===== config.mk =====
export PLATFORM = sky130hd
export DESIGN_NAME = sincos_hall_phase_tracker_core
export DESIGN_NICKNAME = d
export VERILOG_FILES = /design/src/schpt_pkg.sv /design/src/sincos_hall_phase_tracker_core.sv /design/src/schpt_ctrl.sv /design/src/schpt_dp.sv
export SDC_FILE = /design/constraint.sdc
export NUM_CORES = 2
export LEC_CHECK = 0
export BUFFER_PORTS_ARGS = -buffer_cell sky130_fd_sc_hd__buf_2
export CORE_ASPECT_RATIO = 0.8
export CORE_MARGIN = 10
export CORE_UTILIZATION = 60
export CTS_CLUSTER_SIZE = 8
export DETAILED_ROUTE_END_ITERATION = 12
export PLACE_DENSITY = 0.78
export SKIP_LAST_GASP = 1
export SLEW_MARGIN = 20
export SYNTH_ARGS = -nofsm -noshare
export SYNTH_HDL_FRONTEND = slang
export SYNTH_SLANG_ARGS = --single-unit

===== constraint.sdc =====
create_clock -name clk_i -period 12.3 [get_ports clk_i]
set_input_delay 0.615 -clock clk_i [delete_from_list [all_inputs] [get_ports clk_i]]
set_output_delay 0.615 -clock clk_i [all_outputs]
set_load 0.05 [all_outputs]

===== src/schpt_pkg.sv =====
`default_nettype none

package schpt_pkg;

  // Default sizing of the block
  localparam int unsigned AdcBitsDef     = 12;
  localparam int unsigned CordicStepsDef = 16;
  localparam int unsigned MaxSteps       = 24;
  localparam int unsigned StepIdxW       = 5;

  // Configuration port
  localparam int unsigned CfgIdxW  = 3;
  localparam int unsigned CfgDataW = 16;

  // Fixed datapath widths
  localparam int unsigned HallW   = 16;
  localparam int unsigned GainW   = 16;
  localparam int unsigned AngleW  = 16;
  localparam int unsigned ZAccW   = 32;
  localparam int unsigned CordicW = 36;

  // Binary angle landmarks
  localparam logic [AngleW-1:0] QuarterTurn      = 16'h4000;
  localparam logic [AngleW-1:0] ThreeQuarterTurn = 16'hC000;
  localparam logic [ZAccW-1:0]  HalfTurnAcc      = 32'h8000_0000;
  localparam logic [ZAccW-1:0]  RoundHalf        = 32'h0000_8000;

  // Register indexes
  typedef enum logic [CfgIdxW-1:0] {
    CFG_SIN_OFFSET   = 3'd0,
    CFG_COS_OFFSET   = 3'd1,
    CFG_SIN_GAIN     = 3'd2,
    CFG_COS_GAIN     = 3'd3,
    CFG_ANGLE_OFFSET = 3'd4
  } cfg_reg_e;

  // Stroke direction codes
  typedef enum logic [1:0] {
    STROKE_UNKNOWN = 2'd0,
    STROKE_DOWN    = 2'd1,
    STROKE_UP      = 2'd2
  } stroke_e;

  // Controller states
  typedef enum logic [2:0] {
    ST_IDLE,
    ST_MUL_SIN,
    ST_MUL_COS,
    ST_SAT_COS,
    ST_PREP,
    ST_ITER,
    ST_DONE
  } ctrl_state_e;

  // Commands from controller to datapath
  typedef struct packed {
    logic                capture;
    logic                mul_en;
    logic                mul_cos;
    logic                sat_sin;
    logic                sat_cos;
    logic                prep;
    logic                iter;
    logic                load;
    logic [StepIdxW-1:0] step;
  } ctrl_cmd_t;

  // Arctangent of 2^-i, 32-bit binary angle per turn
  function automatic logic [ZAccW-1:0] atan_entry(input logic [StepIdxW-1:0] idx);
    logic [ZAccW-1:0] r;
    unique case (idx)
      5'd0:    r = 32'h2000_0000;
      5'd1:    r = 32'h12E4_051D;
      5'd2:    r = 32'h09FB_385B;
      5'd3:    r = 32'h0511_11D4;
      5'd4:    r = 32'h028B_0D43;
      5'd5:    r = 32'h0145_D7E1;
      5'd6:    r = 32'h00A2_F61E;
      5'd7:    r = 32'h0051_7C55;
      5'd8:    r = 32'h0028_BE53;
      5'd9:    r = 32'h0014_5F2E;
      5'd10:   r = 32'h000A_2F98;
      5'd11:   r = 32'h0005_17CC;
      5'd12:   r = 32'h0002_8BE6;
      5'd13:   r = 32'h0001_45F3;
      5'd14:   r = 32'h0000_A2F9;
      5'd15:   r = 32'h0000_517C;
      5'd16:   r = 32'h0000_28BE;
      5'd17:   r = 32'h0000_145F;
      5'd18:   r = 32'h0000_0A2F;
      5'd19:   r = 32'h0000_0517;
      5'd20:   r = 32'h0000_028B;
      5'd21:   r = 32'h0000_0145;
      5'd22:   r = 32'h0000_00A2;
      5'd23:   r = 32'h0000_0051;
      default: r = '0;
    endcase
    return r;
  endfunction

endpackage

`default_nettype wire


===== src/sincos_hall_phase_tracker_core.sv =====
// Sine/cosine hall phase tracker. Each transaction carries one raw sine and
// one raw cosine ADC code; the block removes the channel offsets, applies the
// Q8.8 gains with saturation to Q1.14, takes atan2 by an iterative vectoring
// CORDIC and returns the binary angle, the phase (angle offset minus angle),
// the stroke direction and the running code range. One transaction is worked
// on at a time. The samples are captured at the accepting edge and then pass
// through the gain multiplier, shared by both channels, the saturation, the
// CORDIC set-up, the CORDIC steps and the result stage. The input is taken
// again in the cycle after the result is formed, so a new transaction is not
// accepted before the last one is through. A finished result sits in the
// output register, and the next transaction is taken while it waits; a
// further result holds in the last stage until the output register is free.
// The user must write the configuration registers only while the block is
// idle; the block itself does not enforce this.
`default_nettype none

module sincos_hall_phase_tracker_core #(
  parameter int unsigned ADC_BITS     = schpt_pkg::AdcBitsDef,
  parameter int unsigned CORDIC_STEPS = schpt_pkg::CordicStepsDef
) (
  input  wire logic                             clk_i,
  input  wire logic                             rst_ni,
  // Configuration
  input  wire logic                             cfg_we_i,
  input  wire logic [schpt_pkg::CfgIdxW-1:0]    cfg_idx_i,
  input  wire logic [schpt_pkg::CfgDataW-1:0]   cfg_data_i,
  // Sample input
  input  wire logic                             in_valid_i,
  output logic                                  in_stall_o,
  input  wire logic [ADC_BITS-1:0]              sin_sample_i,
  input  wire logic [ADC_BITS-1:0]              cos_sample_i,
  // Result output
  output logic                                  out_valid_o,
  input  wire logic                             out_stall_i,
  output logic signed [schpt_pkg::HallW-1:0]    hall_sin_o,
  output logic signed [schpt_pkg::HallW-1:0]    hall_cos_o,
  output logic [schpt_pkg::AngleW-1:0]          raw_angle_o,
  output logic [schpt_pkg::AngleW-1:0]          phase_o,
  output logic [1:0]                            stroke_o,
  output logic [ADC_BITS-1:0]                   sin_min_o,
  output logic [ADC_BITS-1:0]                   sin_max_o,
  output logic [ADC_BITS-1:0]                   cos_min_o,
  output logic [ADC_BITS-1:0]                   cos_max_o
);

  schpt_pkg::ctrl_cmd_t cmd;

  schpt_ctrl #(
    .CORDIC_STEPS (CORDIC_STEPS)
  ) u_ctrl (
    .clk_i       (clk_i),
    .rst_ni      (rst_ni),
    .in_valid_i  (in_valid_i),
    .in_stall_o  (in_stall_o),
    .out_valid_o (out_valid_o),
    .out_stall_i (out_stall_i),
    .cmd_o       (cmd)
  );

  schpt_dp #(
    .ADC_BITS (ADC_BITS)
  ) u_dp (
    .clk_i        (clk_i),
    .rst_ni       (rst_ni),
    .cfg_we_i     (cfg_we_i),
    .cfg_idx_i    (cfg_idx_i),
    .cfg_data_i   (cfg_data_i),
    .sin_sample_i (sin_sample_i),
    .cos_sample_i (cos_sample_i),
    .cmd_i        (cmd),
    .hall_sin_o   (hall_sin_o),
    .hall_cos_o   (hall_cos_o),
    .raw_angle_o  (raw_angle_o),
    .phase_o      (phase_o),
    .stroke_o     (stroke_o),
    .sin_min_o    (sin_min_o),
    .sin_max_o    (sin_max_o),
    .cos_min_o    (cos_min_o),
    .cos_max_o    (cos_max_o)
  );

endmodule

`default_nettype wire


===== src/schpt_ctrl.sv =====
`default_nettype none

module schpt_ctrl #(
  parameter int unsigned CORDIC_STEPS = schpt_pkg::CordicStepsDef
) (
  input  wire logic              clk_i,
  input  wire logic              rst_ni,
  input  wire logic              in_valid_i,
  output logic                   in_stall_o,
  output logic                   out_valid_o,
  input  wire logic              out_stall_i,
  output schpt_pkg::ctrl_cmd_t   cmd_o
);

  localparam int unsigned CntW = (CORDIC_STEPS > 1) ? $clog2(CORDIC_STEPS) : 1;
  localparam logic [CntW-1:0] LastStep = CntW'(CORDIC_STEPS - 1);

  schpt_pkg::ctrl_state_e state_q, state_d;
  logic [CntW-1:0]        step_q, step_d;
  logic                   out_valid_q, out_valid_d;
  logic                   in_acc;
  logic                   out_free;

  assign in_acc   = in_valid_i && !in_stall_o;
  assign out_free = !out_valid_q || !out_stall_i;

  // State, step counter and output valid
  always_ff @(posedge clk_i or negedge rst_ni) begin
    if (!rst_ni) begin
      state_q     <= schpt_pkg::ST_IDLE;
      step_q      <= '0;
      out_valid_q <= 1'b0;
    end else begin
      state_q     <= state_d;
      step_q      <= step_d;
      out_valid_q <= out_valid_d;
    end
  end

  // Next state and commands
  always_comb begin
    state_d     = state_q;
    step_d      = step_q;
    cmd_o       = '0;
    cmd_o.step  = schpt_pkg::StepIdxW'(step_q);
    in_stall_o  = 1'b1;
    out_valid_d = out_valid_q && out_stall_i;
    unique case (state_q)
      schpt_pkg::ST_IDLE: begin
        in_stall_o = 1'b0;
        if (in_valid_i) begin
          cmd_o.capture = 1'b1;
          state_d       = schpt_pkg::ST_MUL_SIN;
        end
      end
      schpt_pkg::ST_MUL_SIN: begin
        cmd_o.mul_en = 1'b1;
        state_d      = schpt_pkg::ST_MUL_COS;
      end
      schpt_pkg::ST_MUL_COS: begin
        cmd_o.mul_en  = 1'b1;
        cmd_o.mul_cos = 1'b1;
        cmd_o.sat_sin = 1'b1;
        state_d       = schpt_pkg::ST_SAT_COS;
      end
      schpt_pkg::ST_SAT_COS: begin
        cmd_o.sat_cos = 1'b1;
        state_d       = schpt_pkg::ST_PREP;
      end
      schpt_pkg::ST_PREP: begin
        cmd_o.prep = 1'b1;
        step_d     = '0;
        state_d    = schpt_pkg::ST_ITER;
      end
      schpt_pkg::ST_ITER: begin
        cmd_o.iter = 1'b1;
        step_d     = step_q + 1'b1;
        if (step_q == LastStep) begin
          state_d = schpt_pkg::ST_DONE;
        end
      end
      schpt_pkg::ST_DONE: begin
        // Hold until the output register is free
        if (out_free) begin
          cmd_o.load  = 1'b1;
          out_valid_d = 1'b1;
          state_d     = schpt_pkg::ST_IDLE;
        end
      end
      default: begin
        state_d = schpt_pkg::ST_IDLE;
      end
    endcase
  end

  assign out_valid_o = out_valid_q;

  // An accepted transaction starts the multiply sequence
  assert property (@(posedge clk_i) disable iff (!rst_ni)
    in_acc |=> state_q == schpt_pkg::ST_MUL_SIN)
    else $error("accepted transaction did not start the multiply");

  // The last CORDIC step leads to the result stage
  assert property (@(posedge clk_i) disable iff (!rst_ni)
    (state_q == schpt_pkg::ST_ITER && step_q == LastStep) |=> state_q == schpt_pkg::ST_DONE)
    else $error("CORDIC did not finish after the last step");

  // A result only appears from the result stage
  assert property (@(posedge clk_i) disable iff (!rst_ni)
    $rose(out_valid_q) |-> $past(state_q) == schpt_pkg::ST_DONE)
    else $error("output valid raised outside the result stage");

  // A finished result waits while the previous one is stalled
  assert property (@(posedge clk_i) disable iff (!rst_ni)
    (state_q == schpt_pkg::ST_DONE && out_valid_q && out_stall_i)
      |=> state_q == schpt_pkg::ST_DONE)
    else $error("result overwrote a stalled transaction");

endmodule

`default_nettype wire


===== src/schpt_dp.sv =====
`default_nettype none

module schpt_dp #(
  parameter int unsigned ADC_BITS = schpt_pkg::AdcBitsDef
) (
  input  wire logic                             clk_i,
  input  wire logic                             rst_ni,
  input  wire logic                             cfg_we_i,
  input  wire logic [schpt_pkg::CfgIdxW-1:0]    cfg_idx_i,
  input  wire logic [schpt_pkg::CfgDataW-1:0]   cfg_data_i,
  input  wire logic [ADC_BITS-1:0]              sin_sample_i,
  input  wire logic [ADC_BITS-1:0]              cos_sample_i,
  input  wire schpt_pkg::ctrl_cmd_t             cmd_i,
  output logic signed [schpt_pkg::HallW-1:0]    hall_sin_o,
  output logic signed [schpt_pkg::HallW-1:0]    hall_cos_o,
  output logic [schpt_pkg::AngleW-1:0]          raw_angle_o,
  output logic [schpt_pkg::AngleW-1:0]          phase_o,
  output logic [1:0]                            stroke_o,
  output logic [ADC_BITS-1:0]                   sin_min_o,
  output logic [ADC_BITS-1:0]                   sin_max_o,
  output logic [ADC_BITS-1:0]                   cos_min_o,
  output logic [ADC_BITS-1:0]                   cos_max_o
);

  localparam int unsigned DiffW = ADC_BITS + 1;
  localparam int unsigned GainSW = schpt_pkg::GainW + 1;
  localparam int unsigned ProdW = DiffW + GainSW;
  localparam int unsigned CW    = schpt_pkg::CordicW;
  localparam int unsigned ZW    = schpt_pkg::ZAccW;
  localparam int unsigned HW    = schpt_pkg::HallW;
  localparam int unsigned AW    = schpt_pkg::AngleW;

  // Configuration registers
  logic [ADC_BITS-1:0] sin_off_q, cos_off_q;
  logic [schpt_pkg::GainW-1:0] sin_gain_q, cos_gain_q;
  logic [AW-1:0] ang_off_q;

  always_ff @(posedge clk_i or negedge rst_ni) begin
    if (!rst_ni) begin
      sin_off_q  <= ADC_BITS'(2048);
      cos_off_q  <= ADC_BITS'(2048);
      sin_gain_q <= 16'd2048;
      cos_gain_q <= 16'd2048;
      ang_off_q  <= '0;
    end else if (cfg_we_i) begin
      unique case (schpt_pkg::cfg_reg_e'(cfg_idx_i))
        schpt_pkg::CFG_SIN_OFFSET:   sin_off_q  <= cfg_data_i[ADC_BITS-1:0];
        schpt_pkg::CFG_COS_OFFSET:   cos_off_q  <= cfg_data_i[ADC_BITS-1:0];
        schpt_pkg::CFG_SIN_GAIN:     sin_gain_q <= cfg_data_i;
        schpt_pkg::CFG_COS_GAIN:     cos_gain_q <= cfg_data_i;
        schpt_pkg::CFG_ANGLE_OFFSET: ang_off_q  <= cfg_data_i;
        default: ;
      endcase
    end
  end

  // Captured samples
  logic [ADC_BITS-1:0] sin_smp_q, cos_smp_q;

  always_ff @(posedge clk_i) begin
    if (cmd_i.capture) begin
      sin_smp_q <= sin_sample_i;
      cos_smp_q <= cos_sample_i;
    end
  end

  // Offset removal and gain, one channel per cycle through one multiplier
  logic signed [DiffW-1:0]  diff;
  logic signed [GainSW-1:0] gain;
  logic signed [ProdW-1:0]  prod_q;
  logic signed [ProdW-1:0]  prod_sh;
  logic signed [HW-1:0]     sat_val;
  logic signed [HW-1:0]     hs_q, hc_q;

  always_comb begin
    if (cmd_i.mul_cos) begin
      diff = $signed({1'b0, cos_smp_q}) - $signed({1'b0, cos_off_q});
      gain = $signed({1'b0, cos_gain_q});
    end else begin
      diff = $signed({1'b0, sin_smp_q}) - $signed({1'b0, sin_off_q});
      gain = $signed({1'b0, sin_gain_q});
    end
  end

  // Drop the Q8.8 fraction (floor) and saturate to 16 bits
  always_comb begin
    prod_sh = prod_q >>> 8;
    if (prod_sh > ProdW'(32767)) begin
      sat_val = 16'sh7FFF;
    end else if (prod_sh < ProdW'(-32768)) begin
      sat_val = -16'sh8000;
    end else begin
      sat_val = prod_sh[HW-1:0];
    end
  end

  always_ff @(posedge clk_i) begin
    if (cmd_i.mul_en) begin
      prod_q <= diff * gain;
    end
    if (cmd_i.sat_sin) begin
      hs_q <= sat_val;
    end
    if (cmd_i.sat_cos) begin
      hc_q <= sat_val;
    end
  end

  // Vectoring CORDIC, one step per cycle
  logic signed [CW-1:0] x_q, y_q;
  logic signed [CW-1:0] x0, y0, dx, dy;
  logic [ZW-1:0]        z_q;
  logic                 zero_q;
  logic [ZW-1:0]        atan_val;

  assign x0       = $signed({{(CW-HW-16){hc_q[HW-1]}}, hc_q, 16'h0000});
  assign y0       = $signed({{(CW-HW-16){hs_q[HW-1]}}, hs_q, 16'h0000});
  assign dx       = y_q >>> cmd_i.step;
  assign dy       = x_q >>> cmd_i.step;
  assign atan_val = schpt_pkg::atan_entry(cmd_i.step);

  always_ff @(posedge clk_i) begin
    if (cmd_i.prep) begin
      zero_q <= (hs_q == '0) && (hc_q == '0);
      // Fold the left half plane over by a half turn
      if (hc_q[HW-1]) begin
        x_q <= -x0;
        y_q <= -y0;
        z_q <= schpt_pkg::HalfTurnAcc;
      end else begin
        x_q <= x0;
        y_q <= y0;
        z_q <= '0;
      end
    end else if (cmd_i.iter) begin
      if (!y_q[CW-1]) begin
        x_q <= x_q + dx;
        y_q <= y_q - dy;
        z_q <= z_q + atan_val;
      end else begin
        x_q <= x_q - dx;
        y_q <= y_q + dy;
        z_q <= z_q - atan_val;
      end
    end
  end

  // Round the angle, derive phase and the stroke update
  logic [ZW-1:0]  z_rnd;
  logic [AW-1:0]  angle;
  logic [AW-1:0]  phase;
  logic           in_quarter, past_quarter;
  logic [1:0]     stroke_q, stroke_d;

  assign z_rnd        = z_q + schpt_pkg::RoundHalf;
  assign angle        = zero_q ? '0 : z_rnd[ZW-1:ZW-AW];
  assign phase        = ang_off_q - angle;
  assign in_quarter   = (phase < schpt_pkg::QuarterTurn)
                     || (phase > schpt_pkg::ThreeQuarterTurn);
  assign past_quarter = (phase > schpt_pkg::QuarterTurn)
                     && (phase < schpt_pkg::ThreeQuarterTurn);

  always_comb begin
    stroke_d = stroke_q;
    case (schpt_pkg::stroke_e'(stroke_q))
      schpt_pkg::STROKE_DOWN: begin
        if (past_quarter) stroke_d = schpt_pkg::STROKE_UP;
      end
      schpt_pkg::STROKE_UP: begin
        if (in_quarter) stroke_d = schpt_pkg::STROKE_DOWN;
      end
      default: begin
        stroke_d = in_quarter ? schpt_pkg::STROKE_DOWN : schpt_pkg::STROKE_UP;
      end
    endcase
  end

  // Tracker state: stroke and raw code range, advanced with each result
  logic [ADC_BITS-1:0] sin_lo_q, sin_hi_q, cos_lo_q, cos_hi_q;

  always_ff @(posedge clk_i or negedge rst_ni) begin
    if (!rst_ni) begin
      stroke_q <= schpt_pkg::STROKE_UNKNOWN;
      sin_lo_q <= '1;
      sin_hi_q <= '0;
      cos_lo_q <= '1;
      cos_hi_q <= '0;
    end else if (cmd_i.load) begin
      stroke_q <= stroke_d;
      if (sin_smp_q < sin_lo_q) sin_lo_q <= sin_smp_q;
      if (sin_smp_q > sin_hi_q) sin_hi_q <= sin_smp_q;
      if (cos_smp_q < cos_lo_q) cos_lo_q <= cos_smp_q;
      if (cos_smp_q > cos_hi_q) cos_hi_q <= cos_smp_q;
    end
  end

  // Output register
  logic signed [HW-1:0] hall_sin_q, hall_cos_q;
  logic [AW-1:0]        raw_angle_q, phase_q;

  always_ff @(posedge clk_i) begin
    if (cmd_i.load) begin
      hall_sin_q  <= hs_q;
      hall_cos_q  <= hc_q;
      raw_angle_q <= angle;
      phase_q     <= phase;
    end
  end

  assign hall_sin_o  = hall_sin_q;
  assign hall_cos_o  = hall_cos_q;
  assign raw_angle_o = raw_angle_q;
  assign phase_o     = phase_q;
  assign stroke_o    = stroke_q;
  assign sin_min_o   = sin_lo_q;
  assign sin_max_o   = sin_hi_q;
  assign cos_min_o   = cos_lo_q;
  assign cos_max_o   = cos_hi_q;

endmodule

`default_nettype wire


Yosys cells after proc, flatten, opt, wreduce, memory -nomap -nowiden
Memory sizes are Yosys's and may differ from the RTL's.
Index checks and enable logic that the tools add are counted.
{"block": "word_totals", "register_bits": 385, "rom_bits": 960, "inputBits": 48, "output_inout_bits": 116, "wordCells": 134, "mem_count": 1}
{"memory": "(name not given)", "words": 32, "word_bits": 30, "read_ports": 1, "rd_clocked_by_memory_dff": 0, "wr": 0, "line": "schpt_pkg.sv:71", "text": "unique case (idx)"}
{"block": "classes", "add_sub_neg": 13, "mul": 1, "order_cmp": 10, "eq_ne": 18, "n_shift": 2, "mux": 38, "reduce_logical": 25}
{"cell": "$mux W36", "n": 8}
{"cell": "$mux W32", "n": 4}
{"cell": "$add A36 B36 Y36", "n": 2}
{"cell": "$neg A32 Y36", "n": 2}
{"cell": "$sshr A36 B4 Y36", "n": 2}
{"cell": "$sub A36 B36 Y36", "n": 2}
{"cell": "$mux W16", "n": 4}
{"cell": "$add A32 B16 Y32 const B", "n": 1}
{"cell": "$add A32 B32 Y32", "n": 1}
{"cell": "$logic_not A16 Y1", "n": 2}
{"cell": "$sub A32 B32 Y32", "n": 1}
{"cell": "$mul A13 B17 Y30", "n": 1}
{"cell": "$sub A12 B12 Y13", "n": 2}
{"cell": "$gt A12 B12 Y1", "n": 2}
{"cell": "$lt A12 B12 Y1", "n": 2}
{"cell": "$gt A22 B16 Y1 const B", "n": 1}
{"cell": "$lt A22 B16 Y1 const B", "n": 1}
{"cell": "$pmux W3 S7", "n": 1}
{"cell": "$reduce_and A2 Y1", "n": 9}
{"cell": "$gt A16 B15 Y1 const B", "n": 1}
{"cell": "$gt A16 B16 Y1 const B", "n": 1}
{"cell": "$lt A16 B15 Y1 const B", "n": 1}
{"cell": "$lt A16 B16 Y1 const B", "n": 1}
{"cell": "$sub A16 B16 Y16", "n": 1}
{"cell": "other kinds (22)", "n": 54}

Longest topological paths before layout
{"block": "depth", "ltp_word": 7, "ltp_mapped": 38, "mapped_depth_nobuf": 37}

By module
From an unflattened synthesis, not the netlist that was laid out.
{"block": "hier_totals", "cells_unflattened": 3922, "area_unflattened_um2": 37400.9}
{"module": "schpt_dp", "instances": 1, "cells_per_inst": 3868, "area_per_inst_um2": 36922.9, "seq_area_each_um2": 10505.1}
{"module": "schpt_ctrl", "instances": 1, "cells_per_inst": 54, "area_per_inst_um2": 478.0, "seq_area_each_um2": 200.2}

Least setup slack after synthesis
No wires, ideal clock.
{"block": "synth_timing", "kind": "flip-flop to flip-flop", "startpoint": "register u_dp.sin_smp_q[0]", "endpoint": "register u_dp.prod_q[29], data pin", "arrival_ns": 8.342, "t_required_ns": 12.040, "slack_ns": 3.698, "path_stages_with_launch": 35, "n_path_buf": 2, "cell_sequence": "edfxtp_1 -> inv_1 -> ha_1 -> fa_1 -> nor2b_1 -> o21ai_0 -> a21boi_0 -> o21ai_0 -> a21boi_0 -> o21ai_0 -> a21boi_0 -> o21a_1 -> nor4_1 -> or4_1 -> clkbuf_1 -> inv_2 -> buf_2 -> nor2_1 -> fa_1 -> fa_1 -> fa_1 -> fa_1 -> fa_1 -> ha_1 -> ha_1 -> a21o_1 -> a21oi_1 -> nor2b_1 -> o41ai_2 -> a21o_1 -> a211oi_1 -> a221o_1 -> a21o_1 -> a21oi_1 -> xnor2_1"}
{"block": "synth_via", "elab_chain_len": 3}
{"element": "start: declaration", "line": "schpt_dp.sv:58", "text": "logic [ADC_BITS-1:0] sin_smp_q, cos_smp_q;"}
{"element": "start signal: assignment", "line": "schpt_dp.sv:62", "text": "sin_smp_q <= sin_sample_i;"}
{"element": "$sub A12 B12 Y13", "line": "schpt_dp.sv:80", "text": "diff = $signed({1'b0, sin_smp_q}) - $signed({1'b0, sin_off_q});"}
{"element": "$mux W13", "line": "schpt_dp.sv:76", "text": "if (cmd_i.mul_cos) begin"}
{"element": "$mul A13 B17 Y30", "line": "schpt_dp.sv:99", "text": "prod_q <= diff * gain;"}
{"element": "end signal: assignment", "line": "schpt_dp.sv:99"}
{"element": "end: declaration", "line": "schpt_dp.sv:70", "text": "logic signed [ProdW-1:0] prod_q;"}
Every way passes these cells.
A chain may end at the register's enable or synchronous reset.

Worst setup path after layout
{"block": "layout_timing", "startpoint": "register u_dp.sin_smp_q[0]", "endpoint": "register u_dp.prod_q[26], data pin"}
The elaborated chain is that of the path after synthesis.

==> run summary <==
status: finished, violations left
failing checks: hold timing
CTS Root Cell: clkbuf_16
TritonRoute pass-1 iters: 8
Yosys warnings: 0
Via Count: 28351
Worst path slowest cell: or4_1
# H-tree levels: 2
worst hold path class: in2async
post-synth net total: 4111
TritonCTS Sinks: 377
DR WL/cell: 22.0 um
RSZ-0062 raised after global routing: no
Reg clk slew, reported paths: 50 ps
placed insts: 4434
ys async rst share: 34.5%
fmax: 0.103 GHz
Initial Util: 60.3%
vias in the first global route: 27435
post-DP HPWL: 74800 um
Sum Neg Setup Slack: 0 ps
synthesized cell area: 34900 um^2
CTS resizes: 0
number of nets in the layout: 4225
Global Route Usage Sum: 28.6%
Cells after Synth: 3607
largest net degree at the start of global routing: 87
multi-input combinational cell area: 22500 um^2
Slew headroom: 27.4%
chip width: 290 um
worst endpoint required time: 12750 ps
fraction of layout cells with a size suffix above 1: 14.6%
max cap viols: 0
fin cells: 4536
later-pin clock latency in the skew report: 620 ps
antenna-violating nets left: 0
number of CTS-inserted buffers: 54
Layout Skew: 29.2 ps
EDFF count, synth: 247
setup bufs post-CTS: 0
Filler cells: 4633
full die area: 68300 um^2
# rows: 79
first-pass GRT wire length: 155000 um
PortBufs: 163
Register Area: 10700 um^2
Tcrit/Tclk final: 79.2%
final RePlAce weighted congestion: 0.990
flops & latches, synth: 377
average size of a mapped cell: 9.68 um^2
Routed Wire Length: 99600 um
CP Capture Type: flop
DR vias/cell: 6.25
antenna cells: 0
WP buf/inv: 4
Max stage delay on crit path: 710 ps
Final min period: 9740 ps
WS Path Type: reg2reg
Hold WS: -24.7 ps
CP most frequent cell: fa_1
CTS max path bufs: 3
Post-route DRC: 0
Main synth FF type: edfxtp_1
global route overflow: 0
WP data arrival: 10190 ps
initial antenna violation count: 6
sequential element share of the synthesized area: 30.7%
Hold Buf Count CTS: 0
worst slew pin tran: 1090 ps
Final Hold Fails: 9
crit-path max FO: 8
core area: 57900 um^2
CTS tree: yes
# IOs: 164
die height: 236 um
Slew Limit Fails: 0
synth-to-layout area growth: 9.05%
critical path's top delay family: adder cells
# setup viols final: 0
startpoint class of the critical path: flop
initial drt markers: 3232
synth unique cells: 93
path summary, 6_finish.rpt:
kind / from / to / slack (ps) / depth (start not counted)
max reg2reg: u_dp.sin_smp_q[0] / u_dp.prod_q[26] / 2560 / 35
max: u_dp.sin_smp_q[0] / u_dp.prod_q[26] / 2560 / 35
min in group clk_i: cos_sample_i[8] / u_dp.cos_smp_q[8] / 170 / 1
max in group asynchronous: rst_ni / u_ctrl.step_q[0] / 10790 / 2
min: rst_ni / u_dp.sin_off_q[9] / -20 / 1
min reg2reg: u_dp.sin_off_q[0] / u_dp.sin_off_q[0] / 510 / 1
logic make-up (layout without fill, tap and decap cells):
group / Yosys count / count (layout) / share of synthesized area (%)
AO/OA/AOI/OAI: 784 / 784 / 14.1
XOR/XNOR: 246 / 246 / 6.17
buffers and inverters: 448 / 608 / 5.07
flip-flops: 377 / 377 / 30.7
adder cells (fa/ha/maj): 456 / 456 / 19.8
AND/OR/NAND/NOR: 1053 / 1053 / 14.2
multiplexers: 243 / 243 / 10.1
placed cells by master (no fill, tap or decap), types with 21 or more instances in the layout:
master	instances
a211oi_1	30
a21boi_0	26
a21o_1	90
a21oi_1	223
a31oi_1	36
and2_1	43
buf_2	162
buf_4	37
clkbuf_1	41
clkbuf_16	56
dfrtp_1	98
dfstp_2	28
edfxtp_1	247
fa_1	159
ha_1	297
inv_1	298
mux2_2	118
mux2i_1	51
mux4_2	68
nand2_1	415
nand2b_1	39
nand3_1	69
nand4_1	25
nor2_1	231
nor2b_1	39
nor3_1	67
o211ai_1	21
o21a_1	45
o21ai_0	177
o31ai_1	21
or2_2	26
xnor2_1	151
xor2_1	95
Yosys cell counts (all sizes together), types with 5 or more instances:
| cell type | count | area [um^2] |
|---|---|---|
| a211oi | 30 | 225 |
| a21boi | 29 | 218 |
| a21o | 90 | 676 |
| a21oi | 225 | 1130 |
| a311oi | 5 | 43.8 |
| a31o | 5 | 43.8 |
| a31oi | 37 | 231 |
| and2 | 44 | 278 |
| and3 | 18 | 113 |
| buf | 50 | 273 |
| clkbuf | 92 | 349 |
| dfrtp | 102 | 2550 |
| dfstp | 28 | 736 |
| edfxtp | 247 | 7420 |
| fa | 159 | 3180 |
| ha | 297 | 3720 |
| inv | 305 | 1140 |
| mux2 | 118 | 1330 |
| mux2i | 51 | 510 |
| mux4 | 74 | 1690 |
| nand2 | 417 | 1570 |
| nand2b | 39 | 244 |
| nand3 | 72 | 370 |
| nand4 | 26 | 169 |
| nor2 | 234 | 881 |
| nor2b | 39 | 244 |
| nor3 | 71 | 365 |
| nor3b | 11 | 87.6 |
| nor4 | 11 | 83.8 |
| o2111ai | 6 | 52.6 |
| o211ai | 22 | 170 |
| o21a | 45 | 338 |
| o21ai | 185 | 926 |
| o21bai | 15 | 113 |
| o22ai | 18 | 119 |
| o31a | 8 | 70.1 |
| o31ai | 25 | 188 |
| o41ai | 5 | 51.3 |
| or2 | 26 | 163 |
| or3 | 18 | 113 |
| or4 | 7 | 52.6 |
| xnor2 | 151 | 1320 |
| xor2 | 95 | 832 |
metal layers:
layer	vias up	share of wire, %	track usage (%)
met5	-	0.090	0
met4	10	2.1	6.04
met3	195	14	11.8
met2	1431	42	41.7
met1	13669	42	39.5
li1	13046	-	-
area by class of cell:
cell class / instances / area share, %
clock inverter: 4 / 0.187
sequential: 377 / 28.2
clock buffer: 98 / 4.12
multi-input combinational: 2782 / 59.1
inverter: 306 / 3.03
tap: 769 / 2.53
timing repair buffer: 200 / 2.89
per-stage QoR:
step	instance area (um^2)	hold slack [ps]	utilization [%]	setup slack, ps
2_1_floorplan	34900	319	-	3700
3_3_place_gp	36400	489	62.9	2900
3_5_place_dp	36400	497	62.9	2730
4_1_cts	38100	9.83	65.7	2600
5_1_grt	38100	21.6	65.7	1790
6_report	38100	-24.7	65.7	2560
sequential cells by signal (all words and copies together), names as in the netlist, 22 cells and up:
name / count
u_dp.y_q: 36
u_dp.prod_q: 22
u_dp.z_q: 32
u_dp.x_q: 36
Power is not shown: default switching activity piles up to over one toggle a cycle in this logic, so the estimate is an artifact.
